===== config.mk =====
export PLATFORM = sky130hd
export DESIGN_NAME = fat_short_name_generator
export DESIGN_NICKNAME = d
export VERILOG_FILES = /design/src/design/fsng_pkg.sv /design/src/design/fsng_front.sv /design/src/design/fsng_queue.sv /design/src/design/fsng_back.sv /design/src/design/fat_short_name_generator.sv
export SDC_FILE = /design/constraint.sdc
export NUM_CORES = 1
export LEC_CHECK = 0
export BUFFER_PORTS_ARGS = -buffer_cell sky130_fd_sc_hd__buf_2
export CAP_MARGIN = 20
export CORE_ASPECT_RATIO = 0.6
export CORE_UTILIZATION = 40
export CTS_BUF_LIST = sky130_fd_sc_hd__clkbuf_8
export DETAILED_ROUTE_END_ITERATION = 10
export MAX_ROUTING_LAYER = met4
export PLACE_DENSITY = 0.58
export SLEW_MARGIN = 0
export SYNTH_ARGS = -nofsm -noshare
export SYNTH_HDL_FRONTEND = slang
export SYNTH_HIERARCHICAL = 1
export SYNTH_SLANG_ARGS = --single-unit

===== constraint.sdc =====
create_clock -name clk -period 18.4 [get_ports clk]
set_input_delay 3.68 -clock clk [delete_from_list [all_inputs] [get_ports clk]]
set_output_delay 3.68 -clock clk [all_outputs]
set_load 0.01 [all_outputs]

===== src/design/fsng_pkg.sv =====
// Shared types and constants for the FAT short-name generator.
// Used by the front end, the job queue and the back end. No dependencies.
`default_nettype none

package fsng_pkg;

	localparam int BASE_SLOTS = 8;
	localparam int EXT_LEN    = 3;
	localparam int SHORT_LEN  = 11;

	typedef logic [7:0] byte_t;

	localparam byte_t CH_DOT     = 8'h2E;
	localparam byte_t CH_SPACE   = 8'h20;
	localparam byte_t CH_TILDE   = 8'h7E;
	localparam byte_t CH_ZERO    = 8'h30;
	localparam byte_t CH_LOWER_A = 8'h61;
	localparam byte_t CH_LOWER_Z = 8'h7A;
	localparam byte_t CASE_DIFF  = 8'd32;
	localparam byte_t CK_MSB     = 8'h80;

	localparam logic [3:0] BASE_MAX = 4'd8;
	localparam logic [1:0] EXT_MAX  = 2'd3;
	localparam logic [9:0] ATT_MAX  = 10'd999;

	// one finished name as handed from the front end to the back end
	typedef struct packed {
		byte_t [BASE_SLOTS-1:0] base;
		logic  [3:0]            bcnt;
		byte_t [EXT_LEN-1:0]    ext;
		logic  [1:0]            ecnt;
		logic  [9:0]            att;
	} job_t;

endpackage

`default_nettype wire


===== src/design/fsng_front.sv =====
// Front end: takes name bytes, splits them into base and extension characters.
// Pushes a finished name into the job queue on the final byte. Uses fsng_pkg.
`default_nettype none

module fsng_front (
	input  wire logic           clk,
	input  wire logic           arst_n,
	input  wire logic           in_valid,
	output logic                in_stall,
	input  wire logic [7:0]     name_char,
	input  wire logic           is_final,
	input  wire logic [9:0]     attempt,
	input  wire logic           q_full,
	output logic                q_push,
	output fsng_pkg::job_t      q_data
);

	fsng_pkg::byte_t [fsng_pkg::BASE_SLOTS-1:0] base_q, base_nx;
	fsng_pkg::byte_t [fsng_pkg::EXT_LEN-1:0]    ext_q, ext_nx;
	logic [3:0] bcnt_q, bcnt_nx;
	logic [1:0] ecnt_q, ecnt_nx;
	logic       bclosed_q, bclosed_nx;
	logic       dot_q, dot_nx;
	fsng_pkg::byte_t up;
	logic       take;
	logic [9:0] att_sat;

	assign in_stall = q_full;
	assign take     = in_valid && !in_stall;
	assign q_push   = take && is_final;

	always_comb begin
		base_nx    = base_q;
		ext_nx     = ext_q;
		bcnt_nx    = bcnt_q;
		ecnt_nx    = ecnt_q;
		bclosed_nx = bclosed_q;
		dot_nx     = dot_q;
		up = (name_char inside {[fsng_pkg::CH_LOWER_A:fsng_pkg::CH_LOWER_Z]}) ?
			name_char - fsng_pkg::CASE_DIFF : name_char;
		if (name_char == fsng_pkg::CH_DOT) begin
			// every dot restarts the extension, the first one closes the base
			bclosed_nx = 1'b1;
			dot_nx     = 1'b1;
			ecnt_nx    = '0;
		end else begin
			if (!bclosed_q) begin
				if (name_char != fsng_pkg::CH_SPACE && bcnt_q < fsng_pkg::BASE_MAX) begin
					base_nx[bcnt_q[2:0]] = up;
					bcnt_nx = bcnt_q + 4'd1;
				end
				if (bcnt_nx >= fsng_pkg::BASE_MAX)
					bclosed_nx = 1'b1;
			end
			if (dot_q && ecnt_q < fsng_pkg::EXT_MAX) begin
				ext_nx[ecnt_q] = up;
				ecnt_nx = ecnt_q + 2'd1;
			end
		end
	end

	assign att_sat = (attempt > fsng_pkg::ATT_MAX) ? fsng_pkg::ATT_MAX : attempt;

	assign q_data = '{base: base_nx, bcnt: bcnt_nx, ext: ext_nx, ecnt: ecnt_nx,
		att: att_sat};

	always_ff @(posedge clk or negedge arst_n) begin
		if (!arst_n) begin
			bcnt_q    <= '0;
			ecnt_q    <= '0;
			bclosed_q <= 1'b0;
			dot_q     <= 1'b0;
		end else if (take) begin
			if (is_final) begin
				bcnt_q    <= '0;
				ecnt_q    <= '0;
				bclosed_q <= 1'b0;
				dot_q     <= 1'b0;
			end else begin
				bcnt_q    <= bcnt_nx;
				ecnt_q    <= ecnt_nx;
				bclosed_q <= bclosed_nx;
				dot_q     <= dot_nx;
			end
		end
	end

	// character stores: only read below their counts
	always_ff @(posedge clk) begin
		if (take) begin
			base_q <= base_nx;
			ext_q  <= ext_nx;
		end
	end

endmodule

`default_nettype wire


===== src/design/fsng_queue.sv =====
// Short job queue between the front end and the back end.
// Holds fsng_pkg::job_t words; depth set by the DEPTH parameter (2 or more).
`default_nettype none

module fsng_queue #(
	parameter int DEPTH = 2
) (
	input  wire logic           clk,
	input  wire logic           arst_n,
	input  wire logic           push,
	input  wire fsng_pkg::job_t push_data,
	output logic                full,
	input  wire logic           pop,
	output logic                not_empty,
	output fsng_pkg::job_t      head
);

	localparam int AW = (DEPTH > 1) ? $clog2(DEPTH) : 1;
	localparam int CW = $clog2(DEPTH + 1);

	fsng_pkg::job_t slot_q [DEPTH];
	logic [AW-1:0] wp_q, rp_q;
	logic [CW-1:0] cnt_q;
	logic          push_ok, pop_ok;

	assign full      = cnt_q == CW'(DEPTH);
	assign not_empty = cnt_q != '0;
	assign push_ok   = push && !full;
	assign pop_ok    = pop && not_empty;
	assign head      = slot_q[rp_q];

	always_ff @(posedge clk) begin
		if (push_ok)
			slot_q[wp_q] <= push_data;
	end

	always_ff @(posedge clk or negedge arst_n) begin
		if (!arst_n) begin
			wp_q  <= '0;
			rp_q  <= '0;
			cnt_q <= '0;
		end else begin
			if (push_ok)
				wp_q <= (wp_q == AW'(DEPTH - 1)) ? '0 : wp_q + AW'(1);
			if (pop_ok)
				rp_q <= (rp_q == AW'(DEPTH - 1)) ? '0 : rp_q + AW'(1);
			if (push_ok && !pop_ok)
				cnt_q <= cnt_q + CW'(1);
			else if (pop_ok && !push_ok)
				cnt_q <= cnt_q - CW'(1);
		end
	end

endmodule

`default_nettype wire


===== src/design/fsng_back.sv =====
// Back end: turns one queued name into the 11 bytes of the 8.3 short name.
// Decimal digits by constant reciprocals, then a serial byte run with checksum. Uses fsng_pkg.
`default_nettype none

module fsng_back (
	input  wire logic           clk,
	input  wire logic           arst_n,
	input  wire logic           q_valid,
	input  wire fsng_pkg::job_t head,
	output logic                q_pop,
	output logic                out_valid,
	input  wire logic           out_stall,
	output logic [7:0]          short_byte,
	output logic [3:0]          byte_pos,
	output logic                run_end,
	output logic [7:0]          name_checksum
);

	typedef enum logic [6:0] {
		ST_IDLE  = 7'b0000001,
		ST_HUND  = 7'b0000010,
		ST_REM   = 7'b0000100,
		ST_TENS  = 7'b0001000,
		ST_ONES  = 7'b0010000,
		ST_BUILD = 7'b0100000,
		ST_EMIT  = 7'b1000000
	} state_t;

	state_t          state_q;
	fsng_pkg::job_t  job_q;
	logic [3:0]      hund_q, tens_q, ones_q;
	logic [6:0]      rem_q;
	fsng_pkg::byte_t [fsng_pkg::SHORT_LEN-1:0] nm_q, nm;
	fsng_pkg::byte_t sum_q, sum_nx;
	logic [3:0]      pos_q;
	logic [15:0]     hund_prod;
	logic [9:0]      rem_full;
	logic [14:0]     tens_prod;
	logic [6:0]      ones_full;
	logic [1:0]      digits;
	logic [3:0]      keep, off;
	fsng_pkg::byte_t [2:0] dig;
	logic            out_take;

	assign q_pop     = (state_q == ST_IDLE) && q_valid;
	assign out_valid = state_q == ST_EMIT;
	assign out_take  = out_valid && !out_stall;

	// x/100 = (x*41)>>12 for x < 1000; r/10 = (r*205)>>11 for r < 100
	assign hund_prod = 16'(job_q.att) * 16'd41;
	assign rem_full  = job_q.att - 10'({6'd0, hund_q} * 10'd100);
	assign tens_prod = 15'(rem_q) * 15'd205;
	assign ones_full = rem_q - 7'({3'd0, tens_q} * 7'd10);

	always_comb begin
		digits = (job_q.att < 10'd10) ? 2'd1 : (job_q.att < 10'd100) ? 2'd2 : 2'd3;
		keep = job_q.bcnt;
		if (keep + 4'd1 + {2'd0, digits} > fsng_pkg::BASE_MAX)
			keep = 4'd7 - {2'd0, digits};
		case (digits)
			2'd3: dig = {fsng_pkg::CH_ZERO + {4'd0, ones_q},
				fsng_pkg::CH_ZERO + {4'd0, tens_q}, fsng_pkg::CH_ZERO + {4'd0, hund_q}};
			2'd2: dig = {fsng_pkg::CH_SPACE, fsng_pkg::CH_ZERO + {4'd0, ones_q},
				fsng_pkg::CH_ZERO + {4'd0, tens_q}};
			default: dig = {fsng_pkg::CH_SPACE, fsng_pkg::CH_SPACE,
				fsng_pkg::CH_ZERO + {4'd0, ones_q}};
		endcase
		nm  = {fsng_pkg::SHORT_LEN{fsng_pkg::CH_SPACE}};
		off = '0;
		for (int i = 0; i < fsng_pkg::BASE_SLOTS; i++) begin
			off = 4'(i) - keep - 4'd1;
			if (4'(i) < keep)
				nm[i] = job_q.base[i];
			else if (4'(i) == keep)
				nm[i] = fsng_pkg::CH_TILDE;
			else if (off < {2'd0, digits})
				nm[i] = dig[off[1:0]];
		end
		for (int j = 0; j < fsng_pkg::EXT_LEN; j++) begin
			if (2'(j) < job_q.ecnt)
				nm[fsng_pkg::BASE_SLOTS + j] = job_q.ext[j];
		end
	end

	assign sum_nx = (sum_q[0] ? fsng_pkg::CK_MSB : 8'd0) + (sum_q >> 1) + nm_q[0];

	assign short_byte    = nm_q[0];
	assign byte_pos      = pos_q;
	assign run_end       = pos_q == 4'(fsng_pkg::SHORT_LEN - 1);
	assign name_checksum = run_end ? sum_nx : 8'd0;

	always_ff @(posedge clk or negedge arst_n) begin
		if (!arst_n) begin
			state_q <= ST_IDLE;
			pos_q   <= '0;
		end else begin
			case (state_q)
				ST_IDLE:  if (q_valid) state_q <= ST_HUND;
				ST_HUND:  state_q <= ST_REM;
				ST_REM:   state_q <= ST_TENS;
				ST_TENS:  state_q <= ST_ONES;
				ST_ONES:  state_q <= ST_BUILD;
				ST_BUILD: begin
					state_q <= ST_EMIT;
					pos_q   <= '0;
				end
				ST_EMIT: begin
					if (out_take) begin
						pos_q <= pos_q + 4'd1;
						if (run_end)
							state_q <= ST_IDLE;
					end
				end
				default: state_q <= ST_IDLE;
			endcase
		end
	end

	always_ff @(posedge clk) begin
		if (q_pop)
			job_q <= head;
		if (state_q == ST_HUND)
			hund_q <= hund_prod[15:12];
		if (state_q == ST_REM)
			rem_q <= rem_full[6:0];
		if (state_q == ST_TENS)
			tens_q <= tens_prod[14:11];
		if (state_q == ST_ONES)
			ones_q <= ones_full[3:0];
		if (state_q == ST_BUILD) begin
			nm_q  <= nm;
			sum_q <= '0;
		end else if (out_take) begin
			nm_q  <= {fsng_pkg::CH_SPACE, nm_q[fsng_pkg::SHORT_LEN-1:1]};
			sum_q <= sum_nx;
		end
	end

endmodule

`default_nettype wire


===== src/design/fat_short_name_generator.sv =====
// The first short-name word can be taken once the final name byte is accepted and the
// queue pop, 4 digit steps and build are done; the 11 words then follow one a cycle
// when out_stall stays low. Throughput: one name byte per cycle into the front end while
// in_stall is low; the back end pops a name only when idle, and the queue absorbs bursts.
// Reset (arst_n low, asynchronous): all counters, queue pointers and the back-end FSM clear.
`default_nettype none

module fat_short_name_generator #(
	parameter int QUEUE_DEPTH = 2
) (
	input  wire logic       clk,
	input  wire logic       arst_n,
	input  wire logic       in_valid,
	output logic            in_stall,
	input  wire logic [7:0] name_char,
	input  wire logic       is_final,
	input  wire logic [9:0] attempt,
	output logic            out_valid,
	input  wire logic       out_stall,
	output logic [7:0]      short_byte,
	output logic [3:0]      byte_pos,
	output logic            run_end,
	output logic [7:0]      name_checksum
);

	fsng_pkg::job_t push_data, head;
	logic q_push, q_full, q_pop, q_valid;

	fsng_front u_front (
		.clk       (clk),
		.arst_n    (arst_n),
		.in_valid  (in_valid),
		.in_stall  (in_stall),
		.name_char (name_char),
		.is_final  (is_final),
		.attempt   (attempt),
		.q_full    (q_full),
		.q_push    (q_push),
		.q_data    (push_data)
	);

	fsng_queue #(.DEPTH(QUEUE_DEPTH)) u_queue (
		.clk       (clk),
		.arst_n    (arst_n),
		.push      (q_push),
		.push_data (push_data),
		.full      (q_full),
		.pop       (q_pop),
		.not_empty (q_valid),
		.head      (head)
	);

	fsng_back u_back (
		.clk           (clk),
		.arst_n        (arst_n),
		.q_valid       (q_valid),
		.head          (head),
		.q_pop         (q_pop),
		.out_valid     (out_valid),
		.out_stall     (out_stall),
		.short_byte    (short_byte),
		.byte_pos      (byte_pos),
		.run_end       (run_end),
		.name_checksum (name_checksum)
	);

endmodule

`default_nettype wire


After elaboration in Yosys (flattened, before gate mapping)
Memories as Yosys holds them, arrays and structs flattened. A register that Yosys moved wholly into a read port is not among the register bits.
Cells that the tools add are included.
{"block": "op_classes", "n_reduce_logical": 26, "n_lt_le_gt_ge": 40, "muxes": 91, "div_mod_pow": 0, "n_mul": 4, "addsub": 34, "bitwise_logic": 0, "shifts": 0, "eq_ne": 23}
{"operator": "8-bit two-way mux", "count": 40}
{"operator": "64-bit two-way mux", "count": 3}
{"operator": "88-bit two-way mux", "count": 2}
{"operator": "8-bit binary-select mux with 2-bit select", "count": 8}
{"operator": "64-bit bitwise mux", "count": 1}
{"operator": "7-bit case mux with 7 select lines", "count": 1}
{"operator": "24-bit two-way mux", "count": 2}
{"operator": "24-bit case mux with 2 select lines", "count": 1}
{"operator": "4-bit by 2-bit less-than comparator with 1-bit output", "count": 8}
{"operator": "4-bit two-way mux", "count": 8}
{"operator": "4-bit by 1-bit subtractor with 4-bit output, second input constant", "count": 8}
{"operator": "2-bit by 3-bit less-than comparator with 1-bit output, second input constant", "count": 9}
{"operator": "24-bit bitwise mux", "count": 1}
{"operator": "8-bit demux with 3-bit select", "count": 1}
{"operator": "6-bit by 4-bit adder with 7-bit output, first input constant", "count": 3}
{"operator": "7-bit two-way mux", "count": 3}
{"operator": "8-bit demux with 2-bit select", "count": 1}
{"operator": "3-bit by 4-bit equality test with 1-bit output, first input constant", "count": 4}
{"operator": "3-bit by 4-bit less-than comparator with 1-bit output, first input constant", "count": 4}
{"operator": "10-bit by 6-bit multiplier with 16-bit output, second input constant", "count": 1}
{"operator": "3-bit by 4-bit subtractor with 4-bit output, first input constant", "count": 4}
{"operator": "7-bit by 8-bit multiplier with 15-bit output, second input constant", "count": 1}
{"operator": "1-bit logical AND", "count": 13}
{"operator": "4-bit by 1-bit adder with 4-bit output, second input constant", "count": 3}
{"operator": "54 further kinds", "count": 88}
{"block": "totals", "latch_bits": 0, "input_bits": 23, "rom_bits": 0, "ff_bits": 226, "ram_bits": 208, "mem_count": 1}
{"name": "u_queue.slot_q", "words": 2, "word_bits": 104, "read_ports": 1, "rd_ports_with_merged_regs": 1, "write_ports": 1, "line": "fsng_queue.sv:21", "text": "fsng_pkg::job_t slot_q [DEPTH];"}

Logic depth before layout (Yosys ltp)
{"block": "depth", "word_depth": 14, "depth_mapped": 22, "ltp_nobuf": 20}

By module
Netlist, hierarchy kept.
{"module": "fsng_back", "n_inst": 1, "cells_each": 1061, "seq_area_each_um2": 6772.7, "area_per_inst_um2": 12386.9}
{"module": "fsng_queue", "n_inst": 1, "cells_each": 343, "seq_area_each_um2": 6346.1, "area_per_inst_um2": 7953.9}
{"module": "fsng_front", "n_inst": 1, "cells_each": 304, "seq_area_each_um2": 2842.7, "area_per_inst_um2": 4693.3}

Least setup slack after synthesis
No wires, ideal clock.
{"block": "synth_path", "path_type": "flip-flop to flip-flop", "startpoint": "register u_back.state_q[3]", "endpoint": "register u_queue.cnt_q[1]", "setup_time_ns": 0.079, "arrival_ns": 12.872, "n_path_buf": 1, "slack_ns": 5.449, "t_required_ns": 18.321, "path_stages_with_launch": 9, "path_cell_list": "dfrtp_1 > clkbuf_1 > nor3_1 > nand2_1 > nor4_1 > nand2_1 > ha_1 > nor2_1 > xor2_1"}
{"block": "synth_via", "elab_chain_cells": 6}
{"element": "start: declaration", "line": "fsng_back.sv:29", "text": "state_t state_q;"}
{"element": "start signal: assignment", "line": "fsng_back.sv:94", "text": "state_q <= ST_IDLE;"}
{"element": "start signal: assignment", "line": "fsng_back.sv:98", "text": "ST_IDLE: if (q_valid) state_q <= ST_HUND;"}
{"element": "start signal: assignment", "line": "fsng_back.sv:99", "text": "ST_HUND: state_q <= ST_REM;"}
{"element": "7-bit by 1-bit equality test with 1-bit output *", "line": "fsng_back.sv:45", "text": "assign q_pop = (state_q == ST_IDLE) && q_valid;"}
{"element": "1-bit logical AND *", "line": "fsng_back.sv:45"}
{"element": "named net q_pop", "line": "fat_short_name_generator.sv:27", "text": "logic q_push, q_full, q_pop, q_valid;"}
{"element": "1-bit logical AND *", "line": "fsng_queue.sv:29", "text": "assign pop_ok = pop && not_empty;"}
{"element": "1-bit logical NOT", "line": "fsng_queue.sv:47", "text": "if (push_ok && !pop_ok)"}
{"element": "1-bit logical AND", "line": "fsng_queue.sv:47"}
{"element": "2-bit two-way mux / 2-bit nonzero test (equally long branches)"}
{"element": "end signal: assignment", "line": "fsng_queue.sv:48", "text": "cnt_q <= cnt_q + CW'(1);"}
{"element": "end signal: assignment", "line": "fsng_queue.sv:50", "text": "cnt_q <= cnt_q - CW'(1);"}
{"element": "end: declaration", "line": "fsng_queue.sv:23", "text": "logic [CW-1:0] cnt_q;"}
Mark *: on every way through the listed nets, which the timed path passes. The rest lies on a longest branch.
A chain may end at the register's enable or synchronous reset.

Final worst setup path
{"block": "layout_path", "startpoint": "register u_back.nm_q, in the netlist u_back/short_byte[1]", "endpoint": "output port name_checksum[7]"}
{"block": "layout_via", "elab_chain_cells": 2}
{"element": "start: declaration", "line": "fsng_back.sv:33", "text": "fsng_pkg::byte_t [fsng_pkg::SHORT_LEN-1:0] nm_q, nm;"}
{"element": "start signal: assignment", "line": "fsng_back.sv:131", "text": "nm_q <= nm;"}
{"element": "start signal: assignment", "line": "fsng_back.sv:134", "text": "nm_q <= {fsng_pkg::CH_SPACE, nm_q[fsng_pkg::SHORT_LEN-1:1]};"}
{"element": "8-bit adder", "line": "fsng_back.sv:85", "text": "assign sum_nx = (sum_q[0] ? fsng_pkg::CK_MSB : 8'd0) + (sum_q >> 1) + nm_q[0];"}
{"element": "8-bit two-way mux", "line": "fsng_back.sv:90", "text": "assign name_checksum = run_end ? sum_nx : 8'd0;"}
{"element": "end: declaration", "line": "fat_short_name_generator.sv:23", "text": "output logic [7:0] name_checksum"}
Every way passes these cells.

==> results.txt <==
fin worst setup slack: 11.96 ns
Avg Cell Area, Syn: 14.7 um2
1st-iter DRT viols: 1585
slowest CP cell: edfxtp_1
die width: 325 um
antenna viol nets, final: 0
Max Fanout on Critical Path: 3
Least-Margin Pin Slew: 1.11 ns
critical path's largest stage delay: 0.43 ns
drt total wl: 59200 um
global placement routability congestion: 0.882
worst reg2reg endpoint: u_back/nm_q[45]
DP Wirelength: 38700 um
maxcap violations: 0
layout net count: 1897
number of flops mapped to enable cells by yosys: 507
PostCTS Resize Cnt: 0
RSZ-0062 raised after global routing: false
Mapped Area: 25000 um2
number of post-CTS setup repair buffers: 0
DIE HEIGHT: 196 um
worst rel slew slack: 26.3%
final std cells w/o fill: 2648
number of remaining DRC errors: 0
Initial Util: 40.8%
cell chain of the critical path: ha_1, a21o_1, a21oi_1, nor2b_1, o21a_1, o41a_1, xnor2_1, nor2_1, buf_2
largest net degree at the start of global routing: 74
commonest non-fill, non-tap cell in the layout: edfxtp_1
worst vdd ir: 78.3 uV
Synth async-reset ratio: 4.28%
status: complete, no violations
crit path DAT: 2.76 ns
critical path required time: 14.72 ns
Synth Warn #: 6
FP Rows: 70
drt via density: 5.45
post-synthesis adder-cell area fraction: 6.18%
H-tree depth: 3
Clock Skew: 0.0343 ns
Synth Flop Type: edfxtp_1
FF+latch count, synth: 538
initial antenna violation count: 5
post-synthesis compound-gate area fraction: 7.71%
sequential area share after synthesis: 63.8%
Syn-to-layout area delta: 9.00%
total global-route track usage: 19.2%
number of clock sinks: 538
post-placement cell count: 2509
main combinational cell family by area after synthesis: multiplexers
net count after synthesis: 1845
Initial DRT Pass Iterations: 6
CP delay by family, top: compound AO/OA/AOI/OAI gates
Power, Total: 4.58 mW
xor/xnor share of the synthesized area: 1.29%
vias in the first global route: 14100
CTS max path bufs: 3
final-report hold violation count: 0
pre-CTS setup slack: 11.53 ns
clk root buf: clkbuf_8
worst r2r path cells: 15
most frequent cells in the layout: edfxtp_1, mux2_2, nand2_1
PortBufs: 45
Startpoint Class: flip-flop
internal reg-to-reg setup slack: 12.33 ns
WL/cell: 22.3 um
Cells after Synth: 1708
Hold-fix buffers, CTS: 0
hold path cells: 2
Max Freq: 155 MHz
PwrDens: 168 nW/um2
proportion of layout cells with a drive suffix above 1: 22.6%
simple-gate share of the synthesized area: 7.77%
CTS tree: done
Slew Viols, Final: 0
Final min period: 6.44 ns
Final Cycle Share: 35.0%
final setup violating endpoints: 0
Synth cell types: 103
RR Startpoint: u_back/job_q[7]
Crit. End Element: output pin
clock slew at reported path FFs: 0.06 ns
# fillers: 5466
worst skew pair latency: 0.65 ns
mux share of post-synthesis cell area: 9.87%
Worst Path Buf+Inv: 1
post-layout util: 44.4%
crit path kind: reg2out
core footprint: 61400 um2
first-pass GRT wire length: 88800 um
setup TNS: 0 ns
grt ovf: 0
Hold Path Sink: u_back/sum_q[4]
I/O pins: 46
Min-Delay Path Class: reg2reg
die area: 63600 um2
CTS buffer count: 77
hold path startpoint: u_back/sum_q[4]
Leak Pwr: 10.1 nW
via count: 14400
## routing by layer
layer | share of wire, % | track usage [%] | vias to the layer above
met5 | 0 | - | -
met4 | 1.5 | 4.14 | 0
met3 | 8.9 | 5.04 | 80
met2 | 38 | 24.1 | 523
met1 | 51 | 30.2 | 7262
li1 | - | - | 6579
## cells in the mapped netlist, drive strengths merged (10+ instances only)
cell type  count  area (um2)
nor2          86         333
nor2b         14        90.1
nor3          19         111
or2           12        75.1
ha            98        1230
nand3         46         258
o211ai        10         104
a22o          11        96.3
xor2          13         121
clkbuf        46         174
dfrtp         22         551
o21ai         63         323
nand2b        11        68.8
a21oi         53         280
edfxtp       507       15200
or3           15         101
buf           43         362
o22a          11        96.3
a21o          16         123
mux2         192        2410
nand2        112         423
fa            16         320
inv           86         323
a31oi         23         144
xnor2         23         201
## sequential cells by signal, summed over array words and instances (netlist names), 8 cells and up
name	cells
u_queue/slot_q	208
u_back/job_q	104
u_back/nm_q	80
u_front/base_q	64
u_front/ext_q	24
u_back/short_byte	8
u_back/sum_q	8
## power breakdown
group | switching, mW | total (mW) | internal, mW
sequential | 0.176 | 1.96 | 1.78
combinational | 1.10 | 1.76 | 0.654
clock | 0.459 | 0.861 | 0.401
## worst max path at each step
stage / from / end / slack, ns / depth (start not counted)
final: u_back/short_byte[1] / name_checksum[7] / 11.96 / 9
after global placement: in_valid / u_queue/slot_q[0][38] / 11.19 / 8
after global routing: u_back/short_byte[1] / name_checksum[7] / 11.77 / 9
after floorplan: u_back/state_q[3] / u_queue/cnt_q[1] / 5.45 / 8
after CTS: u_back/short_byte[1] / name_checksum[7] / 11.90 / 9
after detailed placement: in_valid / u_queue/slot_q[0][59] / 11.53 / 9
## final cells by class
type / instances / area, um2 / share of cell area (%)
sequential: 538 / 16000 / 58.5
clock buffer: 79 / 1090 / 3.98
timing repair buffer: 62 / 365 / 1.34
clock inverter: 59 / 260 / 0.954
tap: 828 / 1040 / 3.80
multi-input combinational: 995 / 8250 / 30.2
inverter: 86 / 324 / 1.19
antenna: 1 / 2.50 / 0.00917
## worst register-to-register path, stage by stage (launching register included)
cell and delay, ns:
edfxtp_1 0.52, nor3_4 0.53, nand3_4 0.26, ha_1 0.36
nor2b_2 0.17, o21ai_1 0.78, and3_1 0.63, nor2_4 0.18
inv_2 0.35, ha_1 0.43, inv_1 0.11, ha_1 0.22
inv_1 0.06, o21bai_1 0.18, nor4b_1 0.80, o21ai_1 0.21
## per-stage QoR
stage	hold WS, ns	cell area [um2]
2_1_floorplan	0.447	25000
3_3_place_gp	0.458	25900
3_5_place_dp	0.472	25900
4_1_cts	0.485	27300
5_1_grt	0.516	27300
6_report	0.482	27300
## kinds of logic (layout without fill, tap and decap cells)
logic type / after synthesis / in the layout
flops: 538 / 538
simple gates: 376 / 376
compound gates: 271 / 271
mux: 198 / 198
buf+inv: 175 / 286
fa+ha+maj: 114 / 114
xor+xnor: 36 / 36
other cells: 0 / 1
Power figures use the tool's default switching activity.
